## src/design/apy440_pkg.sv

```systemverilog
package apy440_pkg;

  localparam int MAX_WIDTH_DEF = 2048;
  localparam int IMG_W         = 12;
  localparam int MODE_W        = 2;

  localparam logic [IMG_W-1:0] IMAGE_WIDTH_RST = IMG_W'(2048);

  localparam logic [MODE_W-1:0] MODE_GM = 2'd0;
  localparam logic [MODE_W-1:0] MODE_RC = 2'd1;
  localparam logic [MODE_W-1:0] MODE_BY = 2'd2;

  localparam logic REG_ANAGLYPH_MODE = 1'b0;
  localparam logic REG_IMAGE_WIDTH   = 1'b1;

  // bt.601 fixed point, 14 bit fraction
  localparam int Y_B        = 1868;
  localparam int Y_G        = 9617;
  localparam int Y_R        = 4899;
  localparam int CR_K       = 11682;
  localparam int CB_K       = 9241;
  localparam int ROUND_HALF = 8192;
  localparam int CHROMA_OFS = 128 * 16384 + 8192;

  typedef struct packed {
    logic [7:0] b;
    logic [7:0] g;
    logic [7:0] r;
  } pix_t;

  typedef struct packed {
    logic adv_luma;
    logic adv_chroma;
  } csc_ctl_t;

endpackage

```

## src/design/apy440_csc.sv

```systemverilog
module apy440_csc (
  input  logic                clk,
  input  apy440_pkg::csc_ctl_t ctl,
  input  apy440_pkg::pix_t    pix,
  output logic [7:0]          y,
  output logic [7:0]          cr,
  output logic [7:0]          cb
);
  import apy440_pkg::*;

  localparam logic signed [24:0] KCR  = 25'(CR_K);
  localparam logic signed [24:0] KCB  = 25'(CB_K);
  localparam logic signed [24:0] COFS = 25'(CHROMA_OFS);

  logic [21:0]        ysum;
  logic [7:0]         y2;
  logic [7:0]         b2;
  logic [7:0]         r2;
  logic signed [9:0]  dr;
  logic signed [9:0]  db;
  logic signed [24:0] crx;
  logic signed [24:0] cbx;
  logic [7:0]         cr_sat;
  logic [7:0]         cb_sat;

  assign ysum = 22'(Y_B * int'(pix.b) + Y_G * int'(pix.g) + Y_R * int'(pix.r) + ROUND_HALF);

  always_ff @(posedge clk) begin
    if (ctl.adv_luma) begin
      y2 <= ysum[21:14];
      b2 <= pix.b;
      r2 <= pix.r;
    end
  end

  assign dr  = $signed({2'b00, r2}) - $signed({2'b00, y2});
  assign db  = $signed({2'b00, b2}) - $signed({2'b00, y2});
  assign crx = 25'(dr) * KCR + COFS;
  assign cbx = 25'(db) * KCB + COFS;

  always_comb begin
    if (crx[24]) cr_sat = 8'd0;
    else if (|crx[23:22]) cr_sat = 8'd255;
    else cr_sat = crx[21:14];
    if (cbx[24]) cb_sat = 8'd0;
    else if (|cbx[23:22]) cb_sat = 8'd255;
    else cb_sat = cbx[21:14];
  end

  always_ff @(posedge clk) begin
    if (ctl.adv_chroma) begin
      y  <= y2;
      cr <= cr_sat;
      cb <= cb_sat;
    end
  end

endmodule

```

## config.mk

```make
export PLATFORM = sky130hd
export DESIGN_NAME = apy440_csc
export DESIGN_NICKNAME = d
export VERILOG_FILES = /design/src/design/apy440_pkg.sv /design/src/design/apy440_csc.sv
export SDC_FILE = /design/constraint.sdc
export NUM_CORES = 1
export LEC_CHECK = 0
export BUFFER_PORTS_ARGS = -buffer_cell sky130_fd_sc_hd__buf_4
export CAP_MARGIN = 40
export CORE_MARGIN = 2
export CORE_UTILIZATION = 70
export CTS_BUF_LIST = sky130_fd_sc_hd__clkbuf_4 sky130_fd_sc_hd__clkbuf_8
export CTS_CLUSTER_SIZE = 10
export DETAILED_ROUTE_END_ITERATION = 12
export GPL_ROUTABILITY_DRIVEN = 0
export PLACE_DENSITY = 0.95
export RECOVER_POWER = 25
export SYNTH_ARGS = -nofsm -noshare
export SYNTH_HDL_FRONTEND = slang
export SYNTH_SLANG_ARGS = --single-unit
```

## constraint.sdc

```tcl
create_clock -name clk -period 17.84 [get_ports clk]
set_input_delay 3.568 -clock clk [delete_from_list [all_inputs] [get_ports clk]]
set_output_delay 3.568 -clock clk [all_outputs]
set_load 0.01 [all_outputs]
```

# After elaboration in Yosys (flattened, before gate mapping)
# Cells that the tools add are included.
word_totals:
  reg_bits: 48
  inputBits: 27
  output_inout_bits: 24
  wordCells: 22
classes:
  addsub: 7
  mul: 5
  mux: 2
  n_reduce_logical: 2
op_table:
  columns: ["cell", "count"]
  rows:
  - ["adder 24 x 23 -> 25 bit, second input constant", 2]
  - ["multiplier 9 x 15 -> 24 bit, second input constant", 1]
  - ["multiplier 9 x 14 -> 23 bit, second input constant", 1]
  - ["adder 19 x 22 -> 22 bit", 1]
  - ["adder 22 x 14 -> 22 bit, second input constant", 1]
  - ["adder 22 x 21 -> 22 bit", 1]
  - ["multiplier 14 x 8 -> 22 bit, first input constant", 1]
  - ["multiplier 13 x 8 -> 21 bit, first input constant", 1]
  - ["subtractor 8 x 8 -> 9 bit", 2]
  - ["multiplier 9 x 8 -> 17 bit, first input constant", 1]
  - ["two-way mux 8 bit", 2]
  - ["OR reduction 2 bit", 2]

# Logic depth before layout (Yosys ltp)
# Gate-level depths: netlist of the first run.
depth:
  ltp_word: 5
  mapped_depth: 31
  ltp_nobuf: 31

# Worst setup path before layout of the first run
# No wires, ideal clock.
synth_path:
  path_kind: "input port to flip-flop"
  startpoint: "input pix[21] (netlist name)"
  endpoint: "register y2[7], data pin"
  setup_time_ps: 262
  arrival_ps: 9806
  required_ps: 17578
  path_slack_ps: 7771
  path_stages: 27
  n_path_buf: 0
  cell_sequence: "ha_1 ha_1 inv_1 fa_1 fa_1 inv_1 ha_1 inv_1 o31ai_1 a21oi_1 o21bai_1 a21oi_1 xnor2_1 ha_1 ha_1 inv_1 fa_1 fa_1 fa_1 inv_1 ha_1 nand4_1 o31ai_1 o21ai_0 a211oi_1 o211ai_1 nor3b_1"
synth_via:
  elab_chain_len: 4
synth_lines:
  columns: ["item", "line_no", "source"]
  rows:
  - ["from (decl)", "apy440_csc.sv:4", "input apy440_pkg::pix_t pix,"]
  - ["multiplier 9 x 8 -> 17 bit", "apy440_csc.sv:26", "assign ysum = 22'(Y_B * int'(pix.b) + Y_G * int'(pix.g) + Y_R * int'(pix.r) + ROUND_HALF);"]
  - ["adder 19 x 22 -> 22 bit", "apy440_csc.sv:26", null]
  - ["adder 22 x 21 -> 22 bit", "apy440_csc.sv:26", null]
  - ["adder 22 x 14 -> 22 bit", "apy440_csc.sv:26", null]
  - ["net ysum[21]", "apy440_csc.sv:15", "logic [21:0] ysum;"]
  - ["to (signal assigned)", "apy440_csc.sv:30", "y2 <= ysum[21:14];"]
  - ["to (decl)", "apy440_csc.sv:16", "logic [7:0] y2;"]
# The timed path passes the listed nets, and every way through them passes these cells.
# A chain may end at the register's enable or synchronous reset.

# Worst setup path after layout of the first run
layout_path:
  startpoint: "input pix[22] (netlist name)"
  endpoint: "register y2[7], data pin"
# Same word-level chain as after synthesis.

==> impl_results.html, run 1 <==
<table>
<tr><th>Metric</th><th>Value</th></tr>
<tr><th colspan="2">Outcome</th></tr>
<tr><td>Outcome</td><td>finished, final reports clean</td></tr>
<tr><th colspan="2">Worst hold path</th></tr>
<tr><td>Class of the most critical hold timing path</td><td>flop to flop</td></tr>
<tr><th colspan="2">Critical path</th></tr>
<tr><td>Critical path class</td><td>primary input to flop</td></tr>
<tr><td>Kind of end point of the critical path</td><td>flop</td></tr>
<tr><td>Critical Path Slowest Stage Cell</td><td>fa_1</td></tr>
<tr><td>Crit Path Max Fanout</td><td>7</td></tr>
<tr><td>Crit path largest cell delay</td><td>0.56 ns</td></tr>
<tr><td>Cell repeated most along the worst path</td><td>ha_1</td></tr>
<tr><td>Data required time at the worst endpoint</td><td>around 18 ns</td></tr>
<tr><td>Crit path DAT</td><td>10.87 ns</td></tr>
<tr><td>Nature of the critical path startpoint</td><td>primary input</td></tr>
<tr><th colspan="2">Floorplan</th></tr>
<tr><td>Number of rows created at floorplan</td><td>45</td></tr>
<tr><td>Core Area</td><td>~15000 sq um</td></tr>
<tr><td>Floorplan die area</td><td>16800 sq um</td></tr>
<tr><td>Vertical die dimension</td><td>between 100 and 150 um</td></tr>
<tr><td>Die Wd</td><td>130 um</td></tr>
<tr><td>Top-level port count</td><td>51</td></tr>
<tr><td>Starting density of the core</td><td>0.721</td></tr>
<tr><th colspan="2">CTS</th></tr>
<tr><td>Post-CTS Hold Buffers</td><td>0</td></tr>
<tr><td>Clock insertion delay at the later pin of the skew report</td><td>0.31 ns</td></tr>
<tr><td>Setup Buffers After CTS</td><td>0</td></tr>
<tr><td>Inserted Clock Buffers</td><td>5</td></tr>
<tr><td>Resized cells post-CTS</td><td>0</td></tr>
<tr><td>H-tree level count</td><td>2</td></tr>
<tr><td>CTS tree</td><td>yes</td></tr>
<tr><td>Clock slew seen by the registers of the worst setup and hold paths</td><td>around 0.090 ns</td></tr>
<tr><td>Clock tree buffer depth</td><td>2</td></tr>
<tr><td>Number of clock sinks</td><td>48</td></tr>
<tr><td>Root Driver</td><td>clkbuf_8</td></tr>
<tr><th colspan="2">GRT</th></tr>
<tr><td>Gr ovfl total</td><td>0</td></tr>
<tr><td>Number of antenna violations at the first check in global routing</td><td>0</td></tr>
<tr><td>Vias in the first global route</td><td>9023</td></tr>
<tr><td>Largest net degree at the start of global routing</td><td>25</td></tr>
<tr><td>First-pass GRT wire length</td><td>slightly above 40000 um</td></tr>
<tr><td>Overall routing resource usage</td><td>0.306</td></tr>
<tr><th colspan="2">Final layout</th></tr>
<tr><td>Post-synthesis to final-layout area growth</td><td>6.49%</td></tr>
<tr><td>Final design instance area without fill</td><td>11800 sq um</td></tr>
<tr><td>Final-stage net count</td><td>1622</td></tr>
<tr><td>Share of layout cells above drive strength 1</td><td>0.0579</td></tr>
<tr><td>Ant. Diodes</td><td>0</td></tr>
<tr><td>Post-Layout Cell Count</td><td>roughly 1.4k</td></tr>
<tr><th colspan="2">Route</th></tr>
<tr><td>Average wire length per cell after detail routing</td><td>17.4 um</td></tr>
<tr><td>Number of optimization iterations in the first detailed-route pass</td><td>5</td></tr>
<tr><td>Iteration-0 DRC Markers</td><td>478</td></tr>
<tr><td>Residual DRC</td><td>0</td></tr>
<tr><td>Vias per cell</td><td>5.85</td></tr>
<tr><td>Via count</td><td>roughly 8.1k</td></tr>
<tr><td>Number of antenna-violating nets in the routed design</td><td>0</td></tr>
<tr><td>Final routed wirelength across all metal layers</td><td>24100 um</td></tr>
<tr><th colspan="2">Yosys</th></tr>
<tr><td>Post-Syn Area per Cell</td><td>9.90 sq um</td></tr>
<tr><td>Synth Cell Area</td><td>11000 sq um</td></tr>
<tr><td>Top flip-flop cell by instance count after synthesis</td><td>edfxtp_1</td></tr>
<tr><td>Count of distinct cell types in the synthesized netlist</td><td>63</td></tr>
<tr><td>Count of flip-flops with a built-in enable after synthesis</td><td>48</td></tr>
<tr><td>Count of warnings emitted by yosys</td><td>0</td></tr>
<tr><td>Flip-flop and latch count after synthesis</td><td>48</td></tr>
<tr><td>Post-synth net total</td><td>1565</td></tr>
<tr><td>Sequential-to-total area share from yosys stat</td><td>0.130</td></tr>
<tr><td>Post-synthesis instance total</td><td>1116</td></tr>
<tr><td>Share of synthesized flip-flops with an asynchronous set or reset</td><td>0</td></tr>
<tr><th colspan="2">STA</th></tr>
<tr><td>Final worst-path cycle share</td><td>0.606</td></tr>
<tr><td>Relative max-transition margin</td><td>0.223</td></tr>
<tr><td>Clock period minus final worst setup slack</td><td>~11 ns</td></tr>
<tr><td>Final Max Tran Viols</td><td>0</td></tr>
<tr><td>Final setup TNS</td><td>0 ns</td></tr>
<tr><td>Worst setup slack after layout</td><td>7.03 ns</td></tr>
<tr><td>Maximum operating frequency</td><td>~0.093 GHz</td></tr>
<tr><td>Setup Viol. Count Final</td><td>0</td></tr>
<tr><td>Number of endpoints with negative hold slack in the final report</td><td>0</td></tr>
<tr><td>Final worst clock skew</td><td>0.00569 ns</td></tr>
<tr><td>Setup repair after global routing missed its margin</td><td>false</td></tr>
<tr><td>Worst-margin pin slew</td><td>1.17 ns</td></tr>
<tr><th colspan="2">Place</th></tr>
<tr><td>I/O Buffers</td><td>50</td></tr>
<tr><td>Dpl hpwl</td><td>21000 um</td></tr>
<tr><td>Setup slack after placement</td><td>6.97 ns</td></tr>
<tr><td>Cell Area, Placed</td><td>approximately 12000 sq um</td></tr>
<tr><td>Number of cells in the design after placement</td><td>1377</td></tr>
<tr><th colspan="2">Job</th></tr>
<tr><td>Max-cap violation count</td><td>0</td></tr>
</table>
## state kept, by name, summed over array words and instances, names as in the netlist
name  flops
b2        8
y2        8
cb        8
r2        8
y         8
cr        8
## synthesized netlist by cell type (all sizes together) (5+ instances only)
cell type | instances | area, sq um
a21oi | 44 | 228
or2 | 6 | 37.5
o21bai | 6 | 45.0
nor2b | 6 | 37.5
xnor2 | 30 | 263
or3 | 5 | 31.3
ha | 298 | 3730
o21a | 6 | 45.0
a21o | 15 | 113
xor2 | 24 | 210
a211oi | 6 | 57.6
inv | 314 | 1180
nand2 | 28 | 105
nor2 | 25 | 93.8
edfxtp | 48 | 1440
a31oi | 5 | 31.3
nand3 | 7 | 45.0
nand4 | 6 | 37.5
nand2b | 9 | 56.3
o211ai | 5 | 42.5
nor3 | 14 | 70.1
fa | 124 | 2480
o21ai | 26 | 134
## through the flow
| step | hold WS [ns] | util |
|---|---|---|
| 2_1_floorplan | 0.426 | - |
| 3_3_place_gp | 0.430 | 0.763 |
| 3_5_place_dp | 0.442 | 0.763 |
| 4_1_cts | 0.464 | 0.772 |
| 5_1_grt | 0.467 | 0.768 |
| 6_report | 0.466 | 0.768 |
## area by class of cell
| cell class | instances | area, sq um |
|---|---|---|
| tap | 211 | 264 |
| fill | 935 | 3550 |
| sequential | 48 | 1440 |
| inverter | 314 | 1180 |
| clock buffer | 5 | 68.8 |
| multi-input combinational | 753 | 8420 |
| timing repair buffer | 51 | 319 |
| clock inverter | 3 | 68.8 |
## path summary, 6_finish.rpt
path	start	end	slack, ns	cells past startpoint
worst max-delay path	pix[22]	y2[7]	7.03	28
worst min-delay path	y2[6]	y[6]	0.47	0
worst max register to register	y2[0]	cr[3]	9.66	30
worst min register to register	y2[6]	y[6]	0.47	0
## worst max-delay path: cells and delay by family
kind	cells	cell delay (ns)
buffers and inverters	5	0.54
adder cells (fa/ha/maj)	11	4.36
AND/OR/NAND/NOR	3	0.49
AO/OA/AOI/OAI	9	1.90
## kinds of logic after synthesis
group	share of synthesized area
simple gates	0.0603
flops	0.130
fa+ha+maj	0.562
buf+inv	0.107
xor+xnor	0.0428
mux	0.00498
compound gates	0.0921
## cell usage in the layout (no fill, tap or decap), types with 3 or more instances in the layout
| master | Yosys | final |
|---|---|---|
| inv_1 | 312 | 312 |
| ha_1 | 298 | 298 |
| fa_1 | 124 | 124 |
| edfxtp_1 | 48 | 48 |
| a21oi_1 | 42 | 42 |
| buf_4 | 0 | 34 |
| xnor2_1 | 30 | 30 |
| nand2_1 | 28 | 28 |
| nor2_1 | 25 | 25 |
| xor2_1 | 24 | 24 |
| o21ai_0 | 19 | 19 |
| clkbuf_1 | 1 | 17 |
| a21o_1 | 15 | 15 |
| nor3_1 | 14 | 14 |
| nand2b_1 | 9 | 9 |
| nand4_1 | 6 | 6 |
| o21ai_1 | 6 | 6 |
| o21a_1 | 6 | 6 |
| o21bai_1 | 6 | 6 |
| nor2b_1 | 6 | 6 |
| or2_2 | 6 | 6 |
| or3_1 | 5 | 5 |
| a211oi_1 | 5 | 5 |
| a31oi_1 | 5 | 5 |
| nand3_1 | 5 | 5 |
| clkbuf_8 | 0 | 5 |
| o31ai_1 | 4 | 4 |
| o211ai_1 | 4 | 4 |
| mux2i_1 | 4 | 4 |
| nor4_1 | 4 | 4 |
| and3_1 | 3 | 3 |
| nor3b_1 | 3 | 3 |
| a31o_2 | 3 | 3 |
| and2_1 | 3 | 3 |
| a2111oi_0 | 3 | 3 |
| o221ai_1 | 3 | 3 |
## layer usage
metal,up-vias,GRT usage,routed length [um]
li1,3782,-,-
met1,3964,0.318,8880
met2,243,0.595,13000
met3,112,0.0367,924
met4,0,0.164,1310
met5,-,0,0
Power of run 1 is not shown: default switching activity piles up to over one toggle a cycle in this logic, so the estimate is an artifact.
==> inputs of run 2 (changes only) <==
--- a/config.mk
+++ b/config.mk
@@ -8,12 +8,12 @@
 export BUFFER_PORTS_ARGS = -buffer_cell sky130_fd_sc_hd__buf_4
 export CAP_MARGIN = 40
 export CORE_MARGIN = 2
-export CORE_UTILIZATION = 70
+export CORE_UTILIZATION = 59
 export CTS_BUF_LIST = sky130_fd_sc_hd__clkbuf_4 sky130_fd_sc_hd__clkbuf_8
 export CTS_CLUSTER_SIZE = 10
 export DETAILED_ROUTE_END_ITERATION = 12
 export GPL_ROUTABILITY_DRIVEN = 0
-export PLACE_DENSITY = 0.95
+export PLACE_DENSITY = 0.86
 export RECOVER_POWER = 25
 export SYNTH_ARGS = -nofsm -noshare
 export SYNTH_HDL_FRONTEND = slang
==> constraint.sdc (replaced) <==
create_clock -name clk -period 9.9 [get_ports clk]
set_input_delay 1.98 -clock clk [delete_from_list [all_inputs] [get_ports clk]]
set_output_delay 1.98 -clock clk [all_outputs]
set_load 0.01 [all_outputs]
==> run 2 against run 1 <==
Effect of this change:
- clock skew increased by 0.0069 ns
- setup slack got worse by 6.2 ns
- utilization decreased by 13 points
- sequential share of layout area about the same
- die area increased by 18%
- critical path depth unchanged
- final area increased by 0.24%
- wire length decreased by 8.6%
==> impl_results.html, run 2 (synthesis gave the netlist of run 1 again) <==
<table>
<tr><th>Metric</th><th>Value</th></tr>
<tr><th colspan="2">CTS</th></tr>
<tr><td>Clock insertion delay at the later pin of the skew report</td><td>0.33 ns (was 0.31 ns)</td></tr>
<tr><td>Number of clock sinks</td><td>48 (unchanged)</td></tr>
<tr><td>Clock slew seen by the registers of the worst setup and hold paths</td><td>0.09 ns (about the same)</td></tr>
<tr><td>Post-CTS Hold Buffers</td><td>0 (unchanged)</td></tr>
<tr><td>Clock tree buffer depth</td><td>2 (unchanged)</td></tr>
<tr><td>H-tree level count</td><td>2 (unchanged)</td></tr>
<tr><td>Setup Buffers After CTS</td><td>0 (unchanged)</td></tr>
<tr><td>Resized cells post-CTS</td><td>0 (unchanged)</td></tr>
<tr><td>CTS tree</td><td>yes (unchanged)</td></tr>
<tr><td>Inserted Clock Buffers</td><td>5 (unchanged)</td></tr>
<tr><td>Root Driver</td><td>clkbuf_8 (unchanged)</td></tr>
<tr><th colspan="2">STA</th></tr>
<tr><td>Number of endpoints with negative hold slack in the final report</td><td>0 (unchanged)</td></tr>
<tr><td>Final worst-path cycle share</td><td>0.921</td></tr>
<tr><td>Setup Viol. Count Final</td><td>0 (unchanged)</td></tr>
<tr><td>Worst-margin pin slew</td><td>1.23 ns (was 1.17 ns)</td></tr>
<tr><td>Relative max-transition margin</td><td>0.178 (was 0.223)</td></tr>
<tr><td>Final worst clock skew</td><td>0.0126 ns (was 0.00569 ns)</td></tr>
<tr><td>Final setup TNS</td><td>0 ns (unchanged)</td></tr>
<tr><td>Final Max Tran Viols</td><td>0 (unchanged)</td></tr>
<tr><td>Setup repair after global routing missed its margin</td><td>false (unchanged)</td></tr>
<tr><td>Clock period minus final worst setup slack</td><td>9.12 ns</td></tr>
<tr><td>Maximum operating frequency</td><td>about 0.11 GHz</td></tr>
<tr><th colspan="2">Floorplan</th></tr>
<tr><td>Vertical die dimension</td><td>141 um (was 130 um)</td></tr>
<tr><td>Die Wd</td><td>141 um (was 130 um)</td></tr>
<tr><td>Floorplan die area</td><td>19800 sq um (was 16800 sq um)</td></tr>
<tr><td>Top-level port count</td><td>51 (unchanged)</td></tr>
<tr><td>Number of rows created at floorplan</td><td>50 (was 45)</td></tr>
<tr><td>Starting density of the core</td><td>0.596 (was 0.721)</td></tr>
<tr><td>Core Area</td><td>18500 sq um (was 15300 sq um)</td></tr>
<tr><th colspan="2">GRT</th></tr>
<tr><td>First-pass GRT wire length</td><td>37500 um (was 40400 um)</td></tr>
<tr><td>Vias in the first global route</td><td>8482 (was 9023)</td></tr>
<tr><td>Largest net degree at the start of global routing</td><td>25 (unchanged)</td></tr>
<tr><td>Number of antenna violations at the first check in global routing</td><td>0 (unchanged)</td></tr>
<tr><td>Gr ovfl total</td><td>0 (unchanged)</td></tr>
<tr><td>Overall routing resource usage</td><td>0.233 (was 0.306)</td></tr>
<tr><th colspan="2">Route</th></tr>
<tr><td>Final routed wirelength across all metal layers</td><td>22000 um (was 24100 um)</td></tr>
<tr><td>Residual DRC</td><td>0 (unchanged)</td></tr>
<tr><td>Number of optimization iterations in the first detailed-route pass</td><td>4 (was 5)</td></tr>
<tr><td>Via count</td><td>7726 (was 8101)</td></tr>
<tr><td>Average wire length per cell after detail routing</td><td>15.7 um (was 17.4 um)</td></tr>
<tr><td>Iteration-0 DRC Markers</td><td>276 (was 478)</td></tr>
<tr><td>Vias per cell</td><td>5.49 (was 5.85)</td></tr>
<tr><td>Number of antenna-violating nets in the routed design</td><td>0 (unchanged)</td></tr>
<tr><th colspan="2">Final layout</th></tr>
<tr><td>Share of layout cells above drive strength 1</td><td>0.0579 (unchanged)</td></tr>
<tr><td>Post-synthesis to final-layout area growth</td><td>6.75% (was 6.49%)</td></tr>
<tr><td>Commonest non-fill, non-tap cell in the layout</td><td>inv_1 (unchanged)</td></tr>
<tr><td>Commonest non-fill, non-tap cells in the layout</td><td>inv_1, ha_1, fa_1 (unchanged)</td></tr>
<tr><td>Final-stage net count</td><td>1622 (unchanged)</td></tr>
<tr><td>Ant. Diodes</td><td>0 (unchanged)</td></tr>
<tr><td>Share of the core filled with cells</td><td>0.637 (was 0.768)</td></tr>
<tr><th colspan="2">Critical path</th></tr>
<tr><td>Crit Path Max Fanout</td><td>7 (unchanged)</td></tr>
<tr><td>Critical path class</td><td>primary input to flop (unchanged)</td></tr>
<tr><td>Worst setup slack for register-to-register paths</td><td>1.86 ns (was 9.66 ns)</td></tr>
<tr><td>Cell repeated most along the worst path</td><td>ha_1 (unchanged)</td></tr>
<tr><td>R2R Path Start</td><td>y2[1] (was y2[0])</td></tr>
<tr><td>Critical Path Slowest Stage Cell</td><td>fa_1 (unchanged)</td></tr>
<tr><td>Data required time at the worst endpoint</td><td>9.97 ns (was 17.90 ns)</td></tr>
<tr><td>R2R Path End</td><td>cr[3] (unchanged)</td></tr>
<tr><td>Nature of the critical path startpoint</td><td>primary input (unchanged)</td></tr>
<tr><td>Crit path DAT</td><td>9.19 ns (was 10.87 ns)</td></tr>
<tr><td>Crit path largest cell delay</td><td>0.55 ns (was 0.56 ns)</td></tr>
<tr><td>Kind of end point of the critical path</td><td>flop (unchanged)</td></tr>
<tr><td>R2R depth</td><td>31 (was 30)</td></tr>
<tr><th colspan="2">Worst hold path</th></tr>
<tr><td>HP Start</td><td>y2[7] (was y2[6])</td></tr>
<tr><td>Class of the most critical hold timing path</td><td>flop to flop (unchanged)</td></tr>
<tr><td>Worst Hold End</td><td>y[7] (was y[6])</td></tr>
<tr><td>Worst Hold Path Cells</td><td>0 (unchanged)</td></tr>
<tr><th colspan="2">Place</th></tr>
<tr><td>I/O Buffers</td><td>50 (unchanged)</td></tr>
<tr><td>Dpl hpwl</td><td>19200 um (was 21000 um)</td></tr>
<tr><th colspan="2">Outcome</th></tr>
<tr><td>Outcome</td><td>finished, final reports clean (unchanged)</td></tr>
<tr><th colspan="2">Job</th></tr>
<tr><td>Max-cap violation count</td><td>0 (unchanged)</td></tr>
</table>
-- run 2: worst max-delay path, delay by kind of cell --
kind | cells | cell delay [ns]
XOR/XNOR | 1 | 0.16
buffers and inverters | 6 | 0.55
AND/OR/NAND/NOR | 2 | 0.24
AO/OA/AOI/OAI | 8 | 1.98
adder cells (fa/ha/maj) | 11 | 4.26
-- run 2: how the worst max path moves through the flow --
stage	from	to	slack (ns)
6_report	pix[22]	y2[7]	0.78
5_1_grt	pix[22]	y2[7]	0.35
4_1_cts	pix[21]	y2[7]	0.96
3_5_place_dp	pix[21]	y2[7]	0.62
3_3_place_gp	pix[21]	y2[7]	0.91
2_1_floorplan	pix[21]	y2[7]	1.42
-- run 2: cell type report --
cell class,count,area (sq um)
flip-flops and latches,48,1440
clock buffers,5,68.8
fillers,1444,6730
multi-input cells,753,8420
well taps,234,293
repair buffers,51,319
clock inverters,3,68.8
inverters,314,1180
-- run 2: per-stage QoR --
step | area (sq um) | setup WS (ns) | instances | hold slack, ns
final | 11800 | 0.781 | 1408 | 0.461
after global routing | 11800 | 0.346 | 1408 | 0.467
after CTS | 11900 | 0.959 | 1408 | 0.461
after detailed placement | 11700 | 0.623 | 1400 | 0.437
after global placement | 11700 | 0.907 | 1400 | 0.431
after floorplan | 11000 | 1.42 | 1116 | 0.426
-- run 2: per-layer routing --
| metal | GRT usage | wire [um] |
|---|---|---|
| met5 | 0 | 0 |
| met4 | 0.0716 | 648 |
| met3 | 0.0211 | 630 |
| met1 | 0.262 | 8880 |
| met2 | 0.462 | 11900 |
Power of run 2 is left out for the same reason.
==> inputs of run 3 (changes only) <==
--- a/config.mk
+++ b/config.mk
@@ -7,13 +7,12 @@
 export LEC_CHECK = 0
 export BUFFER_PORTS_ARGS = -buffer_cell sky130_fd_sc_hd__buf_4
 export CAP_MARGIN = 40
-export CORE_MARGIN = 2
-export CORE_UTILIZATION = 59
+export CORE_UTILIZATION = 52
 export CTS_BUF_LIST = sky130_fd_sc_hd__clkbuf_4 sky130_fd_sc_hd__clkbuf_8
 export CTS_CLUSTER_SIZE = 10
 export DETAILED_ROUTE_END_ITERATION = 12
 export GPL_ROUTABILITY_DRIVEN = 0
-export PLACE_DENSITY = 0.86
+export PLACE_DENSITY = 0.78
 export RECOVER_POWER = 25
 export SYNTH_ARGS = -nofsm -noshare
 export SYNTH_HDL_FRONTEND = slang
==> run 3 against run 2 <==
Effect of this change:
- via count about the same
- hold slack worse by 0.0081 ns
- sequential share of layout area barely moved
- utilization down 6.4 points
- final area about the same
- sequential cell count is the same
- critical path depth is the same
- non-clock buffer count did not move
- critical path type unchanged
- first-iteration DRC count shrank 8.7%
- final cell count up 2.6%
- count of clock-buffer cells in the layout is the same
==> impl_results.html, run 3 (synthesis gave the netlist of run 1 again) <==
<table>
<tr><th>Metric</th><th>Value</th></tr>
<tr><th colspan="2">Final layout</th></tr>
<tr><td>Share of layout cells above drive strength 1</td><td>0.0571 (was 0.0579)</td></tr>
<tr><td>Final-stage net count</td><td>1622 (unchanged)</td></tr>
<tr><td>Ant. Diodes</td><td>0 (unchanged)</td></tr>
<tr><td>Commonest non-fill, non-tap cell in the layout</td><td>inv_1 (unchanged)</td></tr>
<tr><td>Post-synthesis to final-layout area growth</td><td>6.70% (was 6.75%)</td></tr>
<tr><td>Share of the core filled with cells</td><td>0.573 (was 0.637)</td></tr>
<tr><td>Commonest non-fill, non-tap cells in the layout</td><td>inv_1, ha_1, fa_1 (unchanged)</td></tr>
<tr><td># fillers</td><td>1805 (was 1444)</td></tr>
<tr><th colspan="2">STA</th></tr>
<tr><td>Number of endpoints with negative hold slack in the final report</td><td>0 (unchanged)</td></tr>
<tr><td>Final setup TNS</td><td>0 ns (unchanged)</td></tr>
<tr><td>Final worst-path cycle share</td><td>0.925 (was 0.921)</td></tr>
<tr><td>Worst-margin pin slew</td><td>1.16 ns (was 1.23 ns)</td></tr>
<tr><td>Setup repair after global routing missed its margin</td><td>false (unchanged)</td></tr>
<tr><td>Maximum operating frequency</td><td>0.109 GHz (was 0.110 GHz)</td></tr>
<tr><td>Clock period minus final worst setup slack</td><td>9.16 ns (was 9.12 ns)</td></tr>
<tr><td>Final Max Tran Viols</td><td>0 (unchanged)</td></tr>
<tr><td>Relative max-transition margin</td><td>0.225 (was 0.178)</td></tr>
<tr><td>Final worst clock skew</td><td>0.00708 ns (was 0.0126 ns)</td></tr>
<tr><td>Setup Viol. Count Final</td><td>0 (unchanged)</td></tr>
<tr><th colspan="2">Worst hold path</th></tr>
<tr><td>Class of the most critical hold timing path</td><td>flop to flop (unchanged)</td></tr>
<tr><td>Worst Hold End</td><td>y[7] (unchanged)</td></tr>
<tr><td>Worst Hold Path Cells</td><td>0 (unchanged)</td></tr>
<tr><td>HP Start</td><td>y2[7] (unchanged)</td></tr>
<tr><th colspan="2">Floorplan</th></tr>
<tr><td>Starting density of the core</td><td>0.537 (was 0.596)</td></tr>
<tr><td>Top-level port count</td><td>51 (unchanged)</td></tr>
<tr><td>Die Wd</td><td>148 um (was 141 um)</td></tr>
<tr><td>Vertical die dimension</td><td>148 um (was 141 um)</td></tr>
<tr><td>Number of rows created at floorplan</td><td>52 (was 50)</td></tr>
<tr><td>Core Area</td><td>20600 sq um (was 18500 sq um)</td></tr>
<tr><td>Floorplan die area</td><td>21800 sq um (was 19800 sq um)</td></tr>
<tr><th colspan="2">Place</th></tr>
<tr><td>I/O Buffers</td><td>50 (unchanged)</td></tr>
<tr><td>Dpl hpwl</td><td>19300 um (was 19200 um)</td></tr>
<tr><th colspan="2">CTS</th></tr>
<tr><td>Root Driver</td><td>clkbuf_8 (unchanged)</td></tr>
<tr><td>Setup Buffers After CTS</td><td>0 (unchanged)</td></tr>
<tr><td>Clock insertion delay at the later pin of the skew report</td><td>0.31 ns (was 0.33 ns)</td></tr>
<tr><td>CTS tree</td><td>yes (unchanged)</td></tr>
<tr><td>Inserted Clock Buffers</td><td>5 (unchanged)</td></tr>
<tr><td>Clock tree buffer depth</td><td>2 (unchanged)</td></tr>
<tr><td>Clock slew seen by the registers of the worst setup and hold paths</td><td>0.09 ns (about the same)</td></tr>
<tr><td>H-tree level count</td><td>2 (unchanged)</td></tr>
<tr><td>Resized cells post-CTS</td><td>0 (unchanged)</td></tr>
<tr><td>Post-CTS Hold Buffers</td><td>0 (unchanged)</td></tr>
<tr><td>Number of clock sinks</td><td>48 (unchanged)</td></tr>
<tr><th colspan="2">Job</th></tr>
<tr><td>Max-cap violation count</td><td>0 (unchanged)</td></tr>
<tr><th colspan="2">Route</th></tr>
<tr><td>Vias per cell</td><td>5.35 (was 5.49)</td></tr>
<tr><td>Iteration-0 DRC Markers</td><td>252 (was 276)</td></tr>
<tr><td>Via count</td><td>7722 (was 7726)</td></tr>
<tr><td>Number of optimization iterations in the first detailed-route pass</td><td>5 (was 4)</td></tr>
<tr><td>Residual DRC</td><td>0 (unchanged)</td></tr>
<tr><td>Average wire length per cell after detail routing</td><td>14.8 um (was 15.7 um)</td></tr>
<tr><td>Number of antenna-violating nets in the routed design</td><td>0 (unchanged)</td></tr>
<tr><td>Final routed wirelength across all metal layers</td><td>21300 um (was 22000 um)</td></tr>
<tr><th colspan="2">Critical path</th></tr>
<tr><td>Critical path class</td><td>primary input to flop (unchanged)</td></tr>
<tr><td>Worst setup slack for register-to-register paths</td><td>1.86 ns (about the same)</td></tr>
<tr><td>Crit Path Max Fanout</td><td>7 (unchanged)</td></tr>
<tr><td>R2R Path Start</td><td>y2[0] (was y2[1])</td></tr>
<tr><td>Crit path largest cell delay</td><td>0.56 ns (was 0.55 ns)</td></tr>
<tr><td>Family of cells with the greatest summed delay on the critical path</td><td>adder cells (unchanged)</td></tr>
<tr><td>Critical path buffers and inverters</td><td>5 (was 6)</td></tr>
<tr><td>Critical Path Slowest Stage Cell</td><td>fa_1 (unchanged)</td></tr>
<tr><td>Nature of the critical path startpoint</td><td>primary input (unchanged)</td></tr>
<tr><td>Kind of end point of the critical path</td><td>flop (unchanged)</td></tr>
<tr><td>R2R Path End</td><td>cr[6] (was cr[3])</td></tr>
<tr><td>R2R depth</td><td>27 (was 31)</td></tr>
<tr><td>Data required time at the worst endpoint</td><td>9.96 ns (was 9.97 ns)</td></tr>
<tr><td>Crit path DAT</td><td>9.22 ns (was 9.19 ns)</td></tr>
<tr><td>Cell repeated most along the worst path</td><td>ha_1 (unchanged)</td></tr>
<tr><th colspan="2">GRT</th></tr>
<tr><td>Number of antenna violations at the first check in global routing</td><td>0 (unchanged)</td></tr>
<tr><td>Largest net degree at the start of global routing</td><td>25 (unchanged)</td></tr>
<tr><td>First-pass GRT wire length</td><td>36500 um (was 37500 um)</td></tr>
<tr><td>Gr ovfl total</td><td>0 (unchanged)</td></tr>
<tr><td>Overall routing resource usage</td><td>0.208 (was 0.233)</td></tr>
<tr><td>Vias in the first global route</td><td>8168 (was 8482)</td></tr>
<tr><th colspan="2">Outcome</th></tr>
<tr><td>Outcome</td><td>finished, final reports clean (unchanged)</td></tr>
</table>
[run 3: changes by cell type in the layout (fill, tap and decap cells not counted)]
cell / delta
clkinv_2: +1
clkinv_1: +1
bufinv_16: -2
[run 3: layout make-up]
type                            instances  area (sq um)  area share
Multi-Input combinational cell        753          8420       0.715
Sequential cell                        48          1440       0.122
Inverter                              314          1180       0.100
Tap cell                              270           338      0.0287
Timing Repair Buffer                   51           319      0.0271
Clock buffer                            5          68.8     0.00584
Clock inverter                          3          17.5     0.00149
[run 3: layer usage]
layer  track usage  up-vias  routed length (um)
li1              -     3781                   -
met4        0.0608        0                 503
met5             0        -                   0
met1         0.241     3776                8900
met3        0.0179       39                 550
met2         0.405      126               11400
[run 3: worst max-delay path by stage]
| stage | endpoint | start | cells after the start | slack (ns) |
|---|---|---|---|---|
| 6_report | y2[7] | pix[22] | 28 | 0.74 |
| 4_1_cts | y2[7] | pix[21] | 28 | 0.98 |
| 5_1_grt | y2[7] | pix[22] | 28 | 0.29 |
| 3_5_place_dp | y2[7] | pix[21] | 28 | 0.66 |
| 3_3_place_gp | y2[7] | pix[21] | 28 | 0.90 |
| 2_1_floorplan | y2[7] | pix[21] | 27 | 1.42 |
[run 3: through the flow]
step           hold slack (ns)  setup slack, ns  instances  cell area (sq um)
4_1_cts                  0.457            0.984       1444              11800
3_3_place_gp             0.433            0.897       1436              11800
2_1_floorplan            0.426             1.42       1116              11000
3_5_place_dp             0.435            0.663       1436              11800
5_1_grt                  0.471            0.287       1444              11800
6_report                 0.453            0.741       1444              11800
Power of run 3 is left out for the same reason.
